<file path="src/rfsw_pkg.sv">
// Package for the RF switch pulse frame decoder.
// Holds widths, frame positions, register indexes, reset values and shared types.
// No dependencies.
package rfsw_pkg;

  localparam int FRAME_PULSES = 50;

  localparam int WIDTH_W    = 8;
  localparam int SCALE_W    = 8;
  localparam int LEVEL_W    = 16;
  localparam int IDX_W      = 6;
  localparam int BITS_W     = 24;
  localparam int ADDR_W     = 20;
  localparam int UNIT_W     = 3;
  localparam int PKT_W      = 8;
  localparam int CFG_IDX_W  = 2;
  localparam int CFG_DATA_W = 16;

  localparam logic [IDX_W-1:0] IDX_MAX    = '1;
  localparam logic [IDX_W-1:0] DATA_FIRST = IDX_W'(2);
  localparam logic [IDX_W-1:0] DATA_LAST  = IDX_W'(FRAME_PULSES - 2);
  localparam logic [IDX_W-1:0] LAST_POS   = IDX_W'(FRAME_PULSES - 1);

  localparam logic [UNIT_W-1:0] UNIT_RESERVED = 3'd3;
  localparam logic [UNIT_W-1:0] UNIT_ALIAS    = 3'd4;
  localparam logic [3:0]        ADDR_TOP_ALL  = 4'hf;

  localparam logic [SCALE_W-1:0] PULSE_SCALE_RST    = 8'd30;
  localparam logic [LEVEL_W-1:0] LONG_THRESHOLD_RST = 16'd400;
  localparam logic [LEVEL_W-1:0] LONG_MAX_RST       = 16'd900;

  typedef enum logic [CFG_IDX_W-1:0] {
    REG_PULSE_SCALE    = 2'd0,
    REG_LONG_THRESHOLD = 2'd1,
    REG_LONG_MAX       = 2'd2
  } cfg_reg_t;

  typedef struct packed {
    logic [SCALE_W-1:0] pulse_scale;
    logic [LEVEL_W-1:0] long_threshold;
    logic [LEVEL_W-1:0] long_max;
  } cfg_t;

  typedef struct packed {
    logic [WIDTH_W-1:0] pulse_width;
    logic               last_of_frame;
  } pulse_t;

endpackage

</file>
<file path="src/rfsw_if.sv">
// Channel interfaces of the RF switch pulse frame decoder: pulse items in, frame items out.
// Depends on rfsw_pkg.
interface rfsw_in_if import rfsw_pkg::*; ();
  logic               valid;
  logic               ready;
  logic [WIDTH_W-1:0] pulse_width;
  logic               last_of_frame;

  modport source (output valid, pulse_width, last_of_frame, input ready);
  modport sink   (input valid, pulse_width, last_of_frame, output ready);
endinterface

interface rfsw_out_if import rfsw_pkg::*; ();
  logic              valid;
  logic              ready;
  logic              frame_valid;
  logic [ADDR_W-1:0] address;
  logic [UNIT_W-1:0] unit;
  logic              all_units;
  logic              switch_on;
  logic [PKT_W-1:0]  packet_number;

  modport source (output valid, frame_valid, address, unit, all_units, switch_on,
                  packet_number, input ready);
  modport sink   (input valid, frame_valid, address, unit, all_units, switch_on,
                  packet_number, output ready);
endinterface

</file>
<file path="src/rfsw_cfg_regs.sv">
// Configuration registers of the RF switch pulse frame decoder.
// Depends on rfsw_pkg.
module rfsw_cfg_regs import rfsw_pkg::*; (
  input  logic                  clk,
  input  logic                  rst,
  input  logic                  cfg_we,
  input  logic [CFG_IDX_W-1:0]  cfg_index,
  input  logic [CFG_DATA_W-1:0] cfg_wdata,
  output cfg_t                  cfg
);

  always_ff @(posedge clk) begin
    if (rst) begin
      cfg.pulse_scale    <= PULSE_SCALE_RST;
      cfg.long_threshold <= LONG_THRESHOLD_RST;
      cfg.long_max       <= LONG_MAX_RST;
    end else if (cfg_we) begin
      unique case (cfg_index)
        REG_PULSE_SCALE:    cfg.pulse_scale    <= cfg_wdata[SCALE_W-1:0];
        REG_LONG_THRESHOLD: cfg.long_threshold <= cfg_wdata[LEVEL_W-1:0];
        REG_LONG_MAX:       cfg.long_max       <= cfg_wdata[LEVEL_W-1:0];
        default: ;
      endcase
    end
  end

endmodule

</file>
<file path="src/rfsw_in_stage.sv">
// Input register of the RF switch pulse frame decoder: holds one pulse item for the core.
// Depends on rfsw_pkg and rfsw_if.
module rfsw_in_stage import rfsw_pkg::*; (
  input  logic        clk,
  input  logic        rst,
  rfsw_in_if.sink     pulses,
  input  logic        take,
  output logic        s1_valid,
  output pulse_t      s1
);

  assign pulses.ready = !s1_valid || take;

  always_ff @(posedge clk) begin
    if (rst) begin
      s1_valid <= 1'b0;
    end else if (pulses.ready) begin
      s1_valid <= pulses.valid;
    end
  end

  always_ff @(posedge clk) begin
    if (pulses.valid && pulses.ready) begin
      s1.pulse_width   <= pulses.pulse_width;
      s1.last_of_frame <= pulses.last_of_frame;
    end
  end

endmodule

</file>
<file path="src/rfsw_frame_core.sv">
// Frame core: scales and classifies each pulse, collects data bits, checks the frame
// and holds the result register. Depends on rfsw_pkg and rfsw_if.
module rfsw_frame_core import rfsw_pkg::*; (
  input  logic        clk,
  input  logic        rst,
  input  cfg_t        cfg,
  input  logic        s1_valid,
  input  pulse_t      s1,
  output logic        take,
  rfsw_out_if.source  frames
);

  logic [IDX_W-1:0]  pulse_index, pulse_index_next;
  logic [BITS_W-1:0] bit_shift, bit_shift_next;
  logic              frame_bad, frame_bad_next;
  logic [PKT_W-1:0]  packet_count;
  logic              out_valid;

  logic [LEVEL_W-1:0] scaled;
  logic               is_long;
  logic               data_pos;
  logic               load;
  logic [ADDR_W-1:0]  addr;
  logic [UNIT_W-1:0]  unit_raw;
  logic [UNIT_W-1:0]  unit_map;
  logic               group;
  logic               ok;

  // Non-last pulses never produce a result, so they pass even while the output stalls.
  assign take = s1_valid && (!s1.last_of_frame || !out_valid || frames.ready);
  assign load = take && s1.last_of_frame;

  always_comb begin
    scaled   = LEVEL_W'(s1.pulse_width) * LEVEL_W'(cfg.pulse_scale);
    is_long  = scaled > cfg.long_threshold;
    data_pos = (pulse_index >= DATA_FIRST) && (pulse_index <= DATA_LAST) && !pulse_index[0];

    frame_bad_next = frame_bad;
    bit_shift_next = bit_shift;
    if (pulse_index > LAST_POS) begin
      frame_bad_next = 1'b1;
    end else if (data_pos) begin
      if (is_long && (scaled > cfg.long_max)) frame_bad_next = 1'b1;
      bit_shift_next = {bit_shift[BITS_W-2:0], is_long};
    end else if (pulse_index == LAST_POS) begin
      if (is_long) frame_bad_next = 1'b1;
    end

    // saturate so an overlong frame stays marked as too long
    pulse_index_next = (pulse_index == IDX_MAX) ? pulse_index : pulse_index + 1'b1;

    addr     = bit_shift_next[BITS_W-1:4];
    unit_raw = bit_shift_next[3:1];
    unit_map = (unit_raw == UNIT_ALIAS) ? UNIT_RESERVED : unit_raw;
    group    = unit_raw > UNIT_ALIAS;
    ok = !frame_bad_next && (pulse_index == LAST_POS) && (bit_shift_next != '0)
         && (addr != '0) && (addr[ADDR_W-1 -: 4] != ADDR_TOP_ALL)
         && (unit_raw != UNIT_RESERVED);
  end

  always_ff @(posedge clk) begin
    if (rst) begin
      pulse_index  <= '0;
      bit_shift    <= '0;
      frame_bad    <= 1'b0;
      packet_count <= '0;
    end else if (take) begin
      if (s1.last_of_frame) begin
        pulse_index <= '0;
        bit_shift   <= '0;
        frame_bad   <= 1'b0;
        if (ok) packet_count <= packet_count + 1'b1;
      end else begin
        pulse_index <= pulse_index_next;
        bit_shift   <= bit_shift_next;
        frame_bad   <= frame_bad_next;
      end
    end
  end

  always_ff @(posedge clk) begin
    if (rst) begin
      out_valid <= 1'b0;
    end else if (load) begin
      out_valid <= 1'b1;
    end else if (frames.ready) begin
      out_valid <= 1'b0;
    end
  end

  always_ff @(posedge clk) begin
    if (load) begin
      frames.frame_valid   <= ok;
      frames.address       <= ok ? addr : '0;
      frames.unit          <= ok ? unit_map : '0;
      frames.all_units     <= ok && group;
      frames.switch_on     <= ok && (group ? bit_shift_next[0] : !bit_shift_next[0]);
      frames.packet_number <= ok ? packet_count : '0;
    end
  end

  assign frames.valid = out_valid;

`ifndef SYNTHESIS
  a_valid_fields: assert property (@(posedge clk) disable iff (rst)
    out_valid && frames.frame_valid |->
      frames.address != '0 && frames.address[ADDR_W-1 -: 4] != ADDR_TOP_ALL
      && frames.unit != UNIT_ALIAS)
    else $error("valid frame result carries a rejected address or unit");

  a_invalid_zero: assert property (@(posedge clk) disable iff (rst)
    out_valid && !frames.frame_valid |->
      frames.address == '0 && frames.unit == '0 && !frames.all_units
      && !frames.switch_on && frames.packet_number == '0)
    else $error("invalid frame result has nonzero fields");

  a_frame_clear: assert property (@(posedge clk) disable iff (rst)
    load |=> pulse_index == '0 && bit_shift == '0 && !frame_bad)
    else $error("frame state not cleared after last pulse");

  a_count_step: assert property (@(posedge clk) disable iff (rst)
    load && ok |=> packet_count == $past(packet_count) + 1'b1)
    else $error("packet counter did not advance on a valid frame");

  a_count_hold: assert property (@(posedge clk) disable iff (rst)
    !(load && ok) |=> packet_count == $past(packet_count))
    else $error("packet counter moved without a valid frame");
`endif

endmodule

</file>
<file path="src/rf_switch_pulse_frame_decoder.sv">
// Top level of the RF switch pulse frame decoder.
// Depends on rfsw_pkg, rfsw_if, rfsw_cfg_regs, rfsw_in_stage and rfsw_frame_core.
//
// Usage:
//   pulses: one item per received pulse or gap (pulse_width, last_of_frame).
//   frames: one item per frame, produced for the pulse that has last_of_frame set.
//   cfg_we/cfg_index/cfg_wdata: write pulse_scale (0), long_threshold (1),
//   long_max (2); other indexes are ignored. Write only while the block is idle.
// Path: the last pulse passes the input register, then the result register
// behind the 8x8 scale multiply and frame checks, which raises frames.valid.
// Throughput: one pulse item per cycle, except while a final pulse waits in the
// input register for the result register to free up.
// Reset (rst, synchronous) restores the register defaults 30/400/900, clears the
// frame position, the data bits and the packet counter, and empties both stages.
// When the receiver stalls, the pending frame item holds in the result register;
// non-final pulses keep flowing in, and a final pulse waits in the input register
// until the result register frees up, which then holds off pulses.ready.
module rf_switch_pulse_frame_decoder import rfsw_pkg::*; (
  input  logic                  clk,
  input  logic                  rst,
  input  logic                  cfg_we,
  input  logic [CFG_IDX_W-1:0]  cfg_index,
  input  logic [CFG_DATA_W-1:0] cfg_wdata,
  rfsw_in_if.sink               pulses,
  rfsw_out_if.source            frames
);

  cfg_t   cfg;
  logic   take;
  logic   s1_valid;
  pulse_t s1;

  rfsw_cfg_regs u_cfg_regs (
    .clk       (clk),
    .rst       (rst),
    .cfg_we    (cfg_we),
    .cfg_index (cfg_index),
    .cfg_wdata (cfg_wdata),
    .cfg       (cfg)
  );

  rfsw_in_stage u_in_stage (
    .clk      (clk),
    .rst      (rst),
    .pulses   (pulses),
    .take     (take),
    .s1_valid (s1_valid),
    .s1       (s1)
  );

  rfsw_frame_core u_frame_core (
    .clk      (clk),
    .rst      (rst),
    .cfg      (cfg),
    .s1_valid (s1_valid),
    .s1       (s1),
    .take     (take),
    .frames   (frames)
  );

endmodule

</file>
<file path="src/flat_wrapper.sv">
// flat-port wrapper written by rule: the top's interface ports become plain ports
module rf_switch_pulse_frame_decoder_flat import rfsw_pkg::*;
  (clk, rst, cfg_we, cfg_index, cfg_wdata, pulses_valid, pulses_pulse_width, pulses_last_of_frame, pulses_ready, frames_valid, frames_frame_valid, frames_address, frames_unit, frames_all_units, frames_switch_on, frames_packet_number, frames_ready);
  rfsw_in_if pulses_i ();
  rfsw_out_if frames_i ();
  input  logic clk;
  input  logic rst;
  input  logic cfg_we;
  input  logic [CFG_IDX_W-1:0] cfg_index;
  input  logic [CFG_DATA_W-1:0] cfg_wdata;
  input wire logic [$bits(pulses_i.valid)-1:0] pulses_valid;
  input wire logic [$bits(pulses_i.pulse_width)-1:0] pulses_pulse_width;
  input wire logic [$bits(pulses_i.last_of_frame)-1:0] pulses_last_of_frame;
  output wire logic [$bits(pulses_i.ready)-1:0] pulses_ready;
  output wire logic [$bits(frames_i.valid)-1:0] frames_valid;
  output wire logic [$bits(frames_i.frame_valid)-1:0] frames_frame_valid;
  output wire logic [$bits(frames_i.address)-1:0] frames_address;
  output wire logic [$bits(frames_i.unit)-1:0] frames_unit;
  output wire logic [$bits(frames_i.all_units)-1:0] frames_all_units;
  output wire logic [$bits(frames_i.switch_on)-1:0] frames_switch_on;
  output wire logic [$bits(frames_i.packet_number)-1:0] frames_packet_number;
  input wire logic [$bits(frames_i.ready)-1:0] frames_ready;
  assign pulses_i.valid = pulses_valid;
  assign pulses_i.pulse_width = pulses_pulse_width;
  assign pulses_i.last_of_frame = pulses_last_of_frame;
  assign pulses_ready = pulses_i.ready;
  assign frames_valid = frames_i.valid;
  assign frames_frame_valid = frames_i.frame_valid;
  assign frames_address = frames_i.address;
  assign frames_unit = frames_i.unit;
  assign frames_all_units = frames_i.all_units;
  assign frames_switch_on = frames_i.switch_on;
  assign frames_packet_number = frames_i.packet_number;
  assign frames_i.ready = frames_ready;
  rf_switch_pulse_frame_decoder u_core (.clk(clk), .rst(rst), .cfg_we(cfg_we), .cfg_index(cfg_index), .cfg_wdata(cfg_wdata), .pulses(pulses_i), .frames(frames_i));
endmodule
</file>
<file path="config.mk">
export PLATFORM = sky130hd
export DESIGN_NAME = rf_switch_pulse_frame_decoder_flat
export DESIGN_NICKNAME = d
export VERILOG_FILES = /design/src/rfsw_pkg.sv /design/src/rfsw_if.sv /design/src/rfsw_cfg_regs.sv /design/src/rfsw_in_stage.sv /design/src/rfsw_frame_core.sv /design/src/rf_switch_pulse_frame_decoder.sv /design/src/flat_wrapper.sv
export SDC_FILE = /design/constraint.sdc
export NUM_CORES = 1
export LEC_CHECK = 0
export ABC_AREA = 1
export BUFFER_PORTS_ARGS = -buffer_cell sky130_fd_sc_hd__buf_2
export CAP_MARGIN = 20
export CORE_MARGIN = 2
export CORE_UTILIZATION = 63
export CTS_BUF_LIST = sky130_fd_sc_hd__clkbuf_2
export DETAILED_ROUTE_END_ITERATION = 8
export GPL_TIMING_DRIVEN = 0
export MAX_ROUTING_LAYER = met4
export PLACE_DENSITY_LB_ADDON = 0.08
export SETUP_SLACK_MARGIN = 0.5
export SYNTH_ARGS = -nofsm -noshare
export SYNTH_HDL_FRONTEND = slang
export SYNTH_HIERARCHICAL = 1
export SYNTH_SLANG_ARGS = --single-unit
</file>
<file path="constraint.sdc">
create_clock -name clk -period 7.2 [get_ports clk]
set_input_delay 0.72 -clock clk [delete_from_list [all_inputs] [get_ports clk]]
set_output_delay 0.72 -clock clk [all_outputs]
set_load 0.005 [all_outputs]
</file>
Word level (Yosys, flattened, before mapping):

Index checks and enable logic that the tools add are counted.

* magnitude comparators: 6
* bitwise logic cells: 1
* reductions and logical operators: 32
* mux-type cells: 15
* $add $sub $neg: 2
* multiply operators: 1
* equality and inequality tests: 8

Operator list (number)
* two-way mux 24 bit: 3
* > comparator 16 bit: 2
* nonzero test 24 bit: 1
* nonzero test 20 bit: 1
* multiplier 8 x 8 -> 16 bit: 1
* logical AND 1 bit: 13
* equality test 6 bit (second input constant): 2
* two-way mux 6 bit: 2
* two-way mux 1 bit: 9
* adder 8 x 1 -> 8 bit (second input constant): 1
* AND reduction 2 bit: 4
* adder 6 x 1 -> 6 bit (second input constant): 1
* greater-or-equal comparator 6 x 2 -> 1 bit (second input constant): 1
* > comparator 6 bit (second input constant): 1
* <= comparator 6 bit (second input constant): 1
* zero test 1 bit: 6
* inequality test 4 bit (second input constant): 1
* equality test 3 bit (second input constant): 1
* > comparator 3 bit (second input constant): 1
* logical OR 1 bit: 3
* inequality test 3 x 2 -> 1 bit (second input constant): 1
* AND reduction 3 bit: 1
* equality test 2 x 1 -> 1 bit (second input constant): 1
* equality test 2 bit (second input constant): 1
* 6 further kinds: 6

* output and inout bits: 36
* logic and storage cells: 83
* bits in registers: 124
* input port bits: 32

Depth between registers and ports, before layout:

Gate-level depths: netlist of the first run.

* depth after elaboration: 14
* depth in mapped cells: 34
* mapped depth without buffers: 33

Modules after synthesis:

Netlist of the first run, hierarchy kept.

Modules (own cells, without submodules)
* rfsw_frame_core: times used 1, area an instance 6635.1 um2, cells each 881, sequential area each 1821.7 um2
* rfsw_cfg_regs: times used 1, area an instance 1657.8 um2, cells each 240, sequential area each 800.8 um2
* rfsw_in_stage: times used 1, area an instance 317.8 um2, cells each 15, sequential area each 290.3 um2

Worst setup path after synthesis of the first run:

No wires, ideal clock.

* kind: register -> register
* start point: register u_core/u_in_stage/s1[1] (netlist name)
* end point: register u_core.u_frame_core.frames.all_units (data pin)
* data arrival time: 5727 ps
* clock period less this slack: 5989 ps
* path buffers: 2
* stages on the path, launching flop included: 32
* setup time: 262 ps
* setup slack: 1211 ps
* path through: edfxtp_1 > clkbuf_1 > nand2_1 > fa_1 > fa_1 > inv_1 > fa_1 > inv_1 > fa_1 > inv_1 > ha_1 > inv_1 > nor3_1 > nand2_1 > o211ai_1 > a21oi_1 > o21ba_2 > o21ai_0 > xor2_1 > ha_1 > nand2_1 > inv_1 > nand3_1 > nor3_1 > nand2_1 > nand2_1 > nand2_1 > a21oi_1 > nor2_8 > nand2_4 > buf_4 > nor2_1

* word-level cells in the longest chain between the ends: 13
* elaborated cells between the ends (all ways): 19

RTL lines
* multiplier 8 x 8 -> 16 bit *: line rfsw_frame_core.sv:34 `scaled = LEVEL_W'(s1.pulse_width) * LEVEL_W'(cfg.pulse_scale);`
* > comparator 16 bit, on equally long branches: line rfsw_frame_core.sv:35, rfsw_frame_core.sv:43
* two-way mux 1 bit or logical AND 1 bit (tied branches): line rfsw_frame_core.sv:46, rfsw_frame_core.sv:43
* two-way mux 1 bit, on equally long branches: line rfsw_frame_core.sv:45, rfsw_frame_core.sv:43
* two-way mux 1 bit: line rfsw_frame_core.sv:42 `end else if (data_pos) begin`
* two-way mux 1 bit: line rfsw_frame_core.sv:40 `if (pulse_index > LAST_POS) begin`
* zero test 1 bit: line rfsw_frame_core.sv:56 `ok = !frame_bad_next && (pulse_index == LAST_POS) && (bit_shift_next != '0)`
* logical AND 1 bit: line rfsw_frame_core.sv:56
* logical AND 1 bit *: line rfsw_frame_core.sv:56
* logical AND 1 bit * (2 in a row): line rfsw_frame_core.sv:57 `&& (addr != '0) && (addr[ADDR_W-1 -: 4] != ADDR_TOP_ALL)`
* logical AND 1 bit *: line rfsw_frame_core.sv:58 `&& (unit_raw != UNIT_RESERVED);`
* logical AND 1 bit *: line rfsw_frame_core.sv:96 `frames.all_units <= ok && group;`
* end signal: assignment: line rfsw_frame_core.sv:96
* end: declaration: line rfsw_if.sv:23 `modport source (output valid, frame_valid, address, unit, all_units, switch_on,`

Every way passes the cells marked *; elsewhere a longest branch is shown, timed or not.
A chain may end at the register's enable or synchronous reset.

Final worst setup path of the first run:

* start point: register u_core/u_in_stage/s1[6] (netlist name)
* end point: register u_core.u_frame_core.frames.address[10] (data pin)

* word-level cells in the longest chain between the ends: 12
* elaborated cells between the ends (all ways): 18

RTL lines
* multiplier 8 x 8 -> 16 bit *: line rfsw_frame_core.sv:34
* > comparator 16 bit, on equally long branches: line rfsw_frame_core.sv:35, rfsw_frame_core.sv:43
* two-way mux 1 bit or logical AND 1 bit (tied branches): line rfsw_frame_core.sv:46, rfsw_frame_core.sv:43
* two-way mux 1 bit, on equally long branches: line rfsw_frame_core.sv:45, rfsw_frame_core.sv:43
* two-way mux 1 bit: line rfsw_frame_core.sv:42
* two-way mux 1 bit: line rfsw_frame_core.sv:40
* zero test 1 bit: line rfsw_frame_core.sv:56
* logical AND 1 bit: line rfsw_frame_core.sv:56
* logical AND 1 bit *: line rfsw_frame_core.sv:56
* logical AND 1 bit * (2 in a row): line rfsw_frame_core.sv:57
* logical AND 1 bit *: line rfsw_frame_core.sv:58
* end signal: assignment: line rfsw_frame_core.sv:94 `frames.address <= ok ? addr : '0;`
* end: declaration: line rfsw_if.sv:23

Marks and branches as above.

==> run metrics, run 1 <==
DP HPWL 14.7 mm; post-layout utilization of the core 0.717; Total Negative Setup Slacks 0 ns; number of non-filler instances in the completed layout about 1400; net count after synthesis 1277; transition time of the tightest slew-check pin around 1.1 ns; Max-slew headroom 0.244; status completed; Final setup viols 0; part of the Yosys area used for sequential elements 0.338; number of top-level design ports 68; top cell family by delay on the critical path adder cells; total DRC errors in the routed layout 0; layout cells sized above 1 0.146; worst setup skew after layout 0.0295 ns; Avg Synthesized Cell Area between 7 and 8 µm²; mean routed wirelength per cell 13.6 µm; Total GRT Usage 0.286; flip-flop and latch area ~0.003 mm²; most frequent cells after synthesis 287 x nand2_1, 225 x inv_1, 111 x nor2_1; Hold Crit Class in -> reg; critical-path maximum fanout 10; Synth Instances 1136; unique cell type count in the Yosys netlist 41; power after layout 2.29 mW; Crit path required time 7.68 ns; critical path startpoint category flop; wire length of the first global-routing pass 31.7 mm; portion of synthesized cell area occupied by the leading cell type 0.188; post-layout net count 1365; final count of hold timing violations 0; slowest cell on the critical path fa_1; type of the worst setup path reg -> reg; cell area after synthesis 0.00861 mm²; buffering stage count on the worst path with inverters included 7; Cells after DPL about 1400; main combinational cell family by area after synthesis simple AND/OR/NAND/NOR gates; area fraction in compound gates after synthesis 0.0718; total number of placement rows 42; Leak Pwr 4.86 nW; dominant cell type by count on the critical path nand2_1; parity-gate share of the synthesized area counting xor and xnor cells 0.0193; clock period minus worst slack between 6 and 7 ns; YS warnings 6; Worst Setup SP u_core/u_in_stage/s1[6]$_DFFE_PP_; total routed wirelength 19.3 mm; starting density of the core 0.648; vias per cell between 5 and 6; P per Cell Area 240 mW/mm²; Reg-to-Reg Start u_core/u_in_stage/s1[6]$_DFFE_PP_; multi-input gate area in the final layout 0.00462 mm²; number of pins with negative max-slew slack in the final report 0; synthesized-area fraction occupied by adder cells 0.190; hold-fix buffers at CTS 0; TritonCTS clock tree done; Async SR Flop Fraction 0; Final GP Congestion 0.876; Sink Count 124; TritonCTS Buffers 17; Post-synth EDFFs 43; count of input and output buffers 66; Worst-Skew Late Latency 0.72 ns; initial DRC count around 700; maximum cell stage delay along the critical path 0.56 ns; leading area contributor after synthesis dfxtp_1; largest net degree at the start of global routing 43; Core Region around 0.013 mm²; H-tree lvl count 4; die outline area 0.0146 mm²; RSZ-0062 raised after global routing false; maximum clock frequency 0.156 GHz; global route overflow 0; Crit path arrival time 6.91 ns; crit end category flop; max-cap violation count 0; number of iterations in the first detailed-routing pass 6; number of antenna violations at the first check in global routing 1; Post-Synth Simple-Gate Area 0.249; die boundary width 121 µm; signed area change from the synthesized netlist to the final layout 10.7%; Final Cycle Share 0.893; Max clock buf depth 2; vias 7382; top cells by area in the synthesized netlist dfxtp_1 19%, edfxtp_1 15%, nand2_1 13%; Root Driver clkbuf_2; via count of the first global-routing pass 6658; most common cell in the synthesized netlist nand2_1; post-detailed-route count of antenna-violating nets 0; Post-synth top flop dfxtp_1; Seq cells post-synth around 120; worst vdd ir about 240 µV; hold path startpoint pulses_pulse_width[3]; clock transition at the register clock pins on the worst setup and hold paths after CTS 0.19 ns; fill cell instance count of the final layout around 1100; die span in y 121 µm; proportion of synthesized area in mux cells 0
-- worst paths after layout --
kind                                                                to  slack (ns)  cells past startpoint
setup reg to reg  u_core/u_frame_core/frames.address[10]$_SDFFCE_PN0P_        0.77                     32
setup / recovery  u_core/u_frame_core/frames.address[10]$_SDFFCE_PN0P_        0.77                     32
hold / removal                       u_core/u_in_stage/s1[4]$_DFFE_PP_        0.16                      1
hold reg to reg       u_core/u_frame_core/packet_count[7]$_SDFFE_PP0P_        0.47                      2
-- state kept, by name, indices dropped and copies added, names as in the netlist, 3 cells and up --
register and cells:
u_core/u_frame_core/pulse_index 6, u_core/u_cfg_regs/cfg 40, u_core/u_frame_core/frames.address 20, u_core/u_in_stage/s1 9, u_core/u_frame_core/frames.packet_number 8, u_core/u_frame_core/frames.unit 3
u_core/u_frame_core/packet_count 8, u_core/u_frame_core/bit_shift 24
-- routing by layer --
layer  global-route usage  vias up  part of all wire  wire (µm)
met5                    -        -                 0          0
met4               0.0807        0             0.016        304
met3               0.0545       31             0.062       1200
met2                0.428      238              0.45       8720
met1                0.399     3419              0.47       9070
li1                     -     3694                 -          -
-- stage by stage --
stage	hold WS, ns	cell area [µm²]	setup WS [ns]
after floorplan	0.427	8610	1.21
after global placement	0.439	9160	0.208
after detailed placement	0.440	9160	0.0307
after CTS	0.107	9440	0.510
after global routing	0.0902	9530	0.509
final	0.160	9530	0.771
-- final cells by class --
cell class,count,area share
repair buffers,69,0.0370
clock inverters,12,0.0133
plain buffers,49,0.0340
multi-input cells,732,0.485
clock buffers,20,0.0105
well taps,176,0.0231
flip-flops and latches,124,0.306
inverters,231,0.0911
diodes,1,0.000263
-- cell families (layout without fill, tap and decap cells) --
logic type,count (synthesis),in the layout
AOI/OAI and AO/OA,111,111
xor gates and xnor gates,19,19
adders and majority gates,109,109
buffers and inverters,280,381
DFF,124,124
other,0,1
and+or+nand+nor,493,493
-- power by group --
| part | internal (mW) | leakage [nW] | switching [mW] | total (mW) |
|---|---|---|---|---|
| Clock | 0.161 | 0.133 | 0.266 | 0.427 |
| Sequential | 0.747 | 1.05 | 0.0101 | 0.757 |
| Combinational | 0.416 | 3.68 | 0.687 | 1.10 |
-- worst register-to-register path: cells and delay by family, from the launching register on --
family / cells / cell delay (ns)
adders and majority gates: 6 / 2.74
and+or+nand+nor: 13 / 1.32
DFF: 1 / 0.41
xor gates and xnor gates: 1 / 0.08
buffers and inverters: 7 / 0.76
AOI/OAI and AO/OA: 5 / 0.88
-- cells in the final DEF, fill, tap and decap left out, drive strengths merged, types with 37 or more instances in the layout --
cell type	synthesis	routed
dfxtp	81	81
a21oi	79	79
nor2	119	119
inv	230	230
edfxtp	43	43
nand2	291	291
buf	23	94
nand3	37	37
clkbuf	26	44
ha	73	73
-- what timing repair did --
action	CTS	global route
pin swaps	1	3
setup buffers	2	1
resized for setup	17	29
cloned	0	0
setup endpoints to repair	43	42
Power figures use the tool's default switching activity.
==> run 2: changes to the inputs <==
Settings changed: PLACE_DENSITY set to 0.9, PLACE_DENSITY_LB_ADDON 0.08 to not set.
==> run 2 against run 1 <==
Against the previous run:
- clock-buffer cell count stayed put
- non-clock buffer count is 2 higher
- sequential power hardly changed
- register-to-register slack better by 0.02 ns
- final cell count hardly changed
- sequential share of layout area is 0.066 points higher
==> run metrics, run 2 (synthesized netlist as in run 1, its figures left out) <==
type of the worst setup path reg -> reg; vias per cell 5.42 (+3.7%); total DRC errors in the routed layout 0 (unchanged); Crit path required time 7.69 ns (about the same); Root Driver clkbuf_2; critical path startpoint category flop; number of antenna violations at the first check in global routing 1 (unchanged); Total GRT Usage 0.293 (+0.00735); via count of the first global-routing pass 7177 (+7.8%); highest-count cells in the layout ignoring fill and taps 286 x nand2_1, 225 x inv_1, 111 x nor2_1; maximum cell stage delay along the critical path 0.54 ns (-0.02 ns); H-tree lvl count 4 (unchanged); starting density of the core 0.648 (unchanged); TritonCTS clock tree done; global route overflow 0 (unchanged); total routed wirelength 20.3 mm (+5.3%); total number of placement rows 42 (unchanged); mean routed wirelength per cell 14.4 µm (+5.3%); initial DRC count 864 (+25%); Worst-Skew Late Latency 0.72 ns (about the same); number of non-filler instances in the completed layout 1415 (+0.071%); post-layout utilization of the core 0.715 (-0.00216); layout cells sized above 1 0.144 (-0.00173); number of pins with negative max-slew slack in the final report 0 (unchanged); Max-slew headroom 0.579 (+0.334); slowest cell on the critical path fa_1; worst setup skew after layout 0.0386 ns (+0.00905 ns); Biggest register u_core/u_cfg_regs/cfg; post-layout net count 1367 (+0.15%); dominant cell type by count on the critical path nand2_1; number of top-level design ports 68 (unchanged); hold path startpoint pulses_pulse_width[0]; clock period minus worst slack 6.41 ns (-0.0233 ns); wire length of the first global-routing pass 33.0 mm (+4.1%); largest registers u_core/u_cfg_regs/cfg (40), u_core/u_frame_core/bit_shift (24), u_core/u_frame_core/frames.address (20); most common cell after layout, fill and taps aside nand2_1; number of iterations in the first detailed-routing pass 7 (+1); vias 7664 (+3.8%); die span in y 121 µm (unchanged); Crit path arrival time 6.89 ns (-0.02 ns); die boundary width 121 µm (unchanged); Max clock buf depth 2 (unchanged); max-cap violation count 0 (unchanged); RSZ-0062 raised after global routing false; Sink Count 124 (unchanged); largest net degree at the start of global routing 30 (-30%); worst vdd ir 148 µV (-38%); Final setup viols 0 (unchanged); post-detailed-route count of antenna-violating nets 0 (unchanged); Core Region 0.0133 mm² (unchanged); count of input and output buffers 66 (unchanged); P per Cell Area 242 mW/mm² (+0.92%); DP HPWL 15.1 mm (+2.9%); Leak Pwr 4.87 nW (+0.22%); number of flip-flops under the largest register name 40 (unchanged); TritonCTS Buffers 17 (unchanged); transition time of the tightest slew-check pin 0.632 ns (-0.501 ns); die outline area 0.0146 mm² (unchanged); Final Cycle Share 0.890 (-0.00323); Hold Crit Class in -> reg; Reg-to-Reg Start u_core/u_in_stage/s1[1]$_DFFE_PP_; maximum clock frequency 0.156 GHz (+0.36%); critical-path maximum fanout 10 (unchanged); clock transition at the register clock pins on the worst setup and hold paths after CTS 0.18 ns (about the same); signed area change from the synthesized netlist to the final layout 10.3%; crit end category flop; Cells after DPL 1379 (+0.073%); final count of hold timing violations 0 (unchanged); Total Negative Setup Slacks 0 ns (unchanged); status completed; power after layout 2.30 mW (+0.61%); Worst Setup SP u_core/u_in_stage/s1[1]$_DFFE_PP_; Final GP Congestion 0.964 (+10%)
==> run 2: changes by cell type in the layout (fill, tap and decap cells not counted), moves of 2 or more <==
cell	before	now
clkbuf_4	5	0
buf_4	10	13
dfxtp_1	79	81
dfxtp_2	2	0
buf_8	2	0
clkinv_2	4	2
clkbuf_2	26	29
==> run 2: final cells by class <==
| class | count | area (µm²) |
|---|---|---|
| Inverter | 231 | 867 |
| Antenna cell | 1 | 2.50 |
| Clock inverter | 11 | 123 |
| Sequential cell | 124 | 2910 |
| Clock buffer | 20 | 100 |
| Buffer | 49 | 287 |
| Tap cell | 176 | 220 |
| Multi-Input combinational cell | 732 | 4610 |
| Fill cell | 1004 | 3790 |
| Timing Repair Buffer | 71 | 380 |
==> run 2: final timing paths <==
path                                               endpoint  slack [ns]  depth (start not counted)
min                       u_core/u_in_stage/s1[1]$_DFFE_PP_        0.16                          1
max reg2reg  u_core/u_frame_core/frames.all_units$_DFFE_PP_        0.79                         30
max          u_core/u_frame_core/frames.all_units$_DFFE_PP_        0.79                         30
min reg2reg           u_core/u_cfg_regs/cfg[2]$_SDFFE_PP1P_        0.48                          2
==> run 2: critical path: cells and delay by family, from the launching register on <==
| kind | cells | cell delay, ns |
|---|---|---|
| fa+ha+maj | 6 | 2.73 |
| simple gates | 11 | 1.19 |
| compound gates | 5 | 0.91 |
| buf+inv | 7 | 0.80 |
| xor+xnor | 1 | 0.11 |
| flops | 1 | 0.41 |
==> run 2: through the flow <==
step / cell area (µm²) / setup slack, ns / hold WS [ns]
after floorplan: 8610 / 1.21 / 0.427
after global placement: 9160 / 0.229 / 0.440
after detailed placement: 9180 / 0.112 / 0.443
after CTS: 9420 / 0.510 / 0.0971
after global routing: 9500 / 0.456 / 0.100
final: 9500 / 0.794 / 0.159
==> run 2: power breakdown <==
part           leakage, nW  switching [mW]  internal [mW]
Clock                0.134           0.258          0.161
Sequential            1.05          0.0104          0.747
Combinational         3.69           0.707          0.418
Total                 4.87           0.976           1.33
==> run 2: repair_timing <==
item / 4_1_cts / 5_1_grt
gates cloned: 0 / 0
endpoints found under the hold margin: 0 / 0
buffers inserted: 0 / 3
resized for setup: 9 / 26
pin swaps: 0 / 2
setup endpoints to repair: 43 / 44
hold buffers: 0 / 0
==> run 2: layer usage <==
layer	track usage	routed length, µm	vias to the layer above
li1	-	-	3710
met1	0.380	8390	3571
met2	0.467	9840	340
met3	0.0606	1690	43
met4	0.0879	401	0
met5	-	0	-
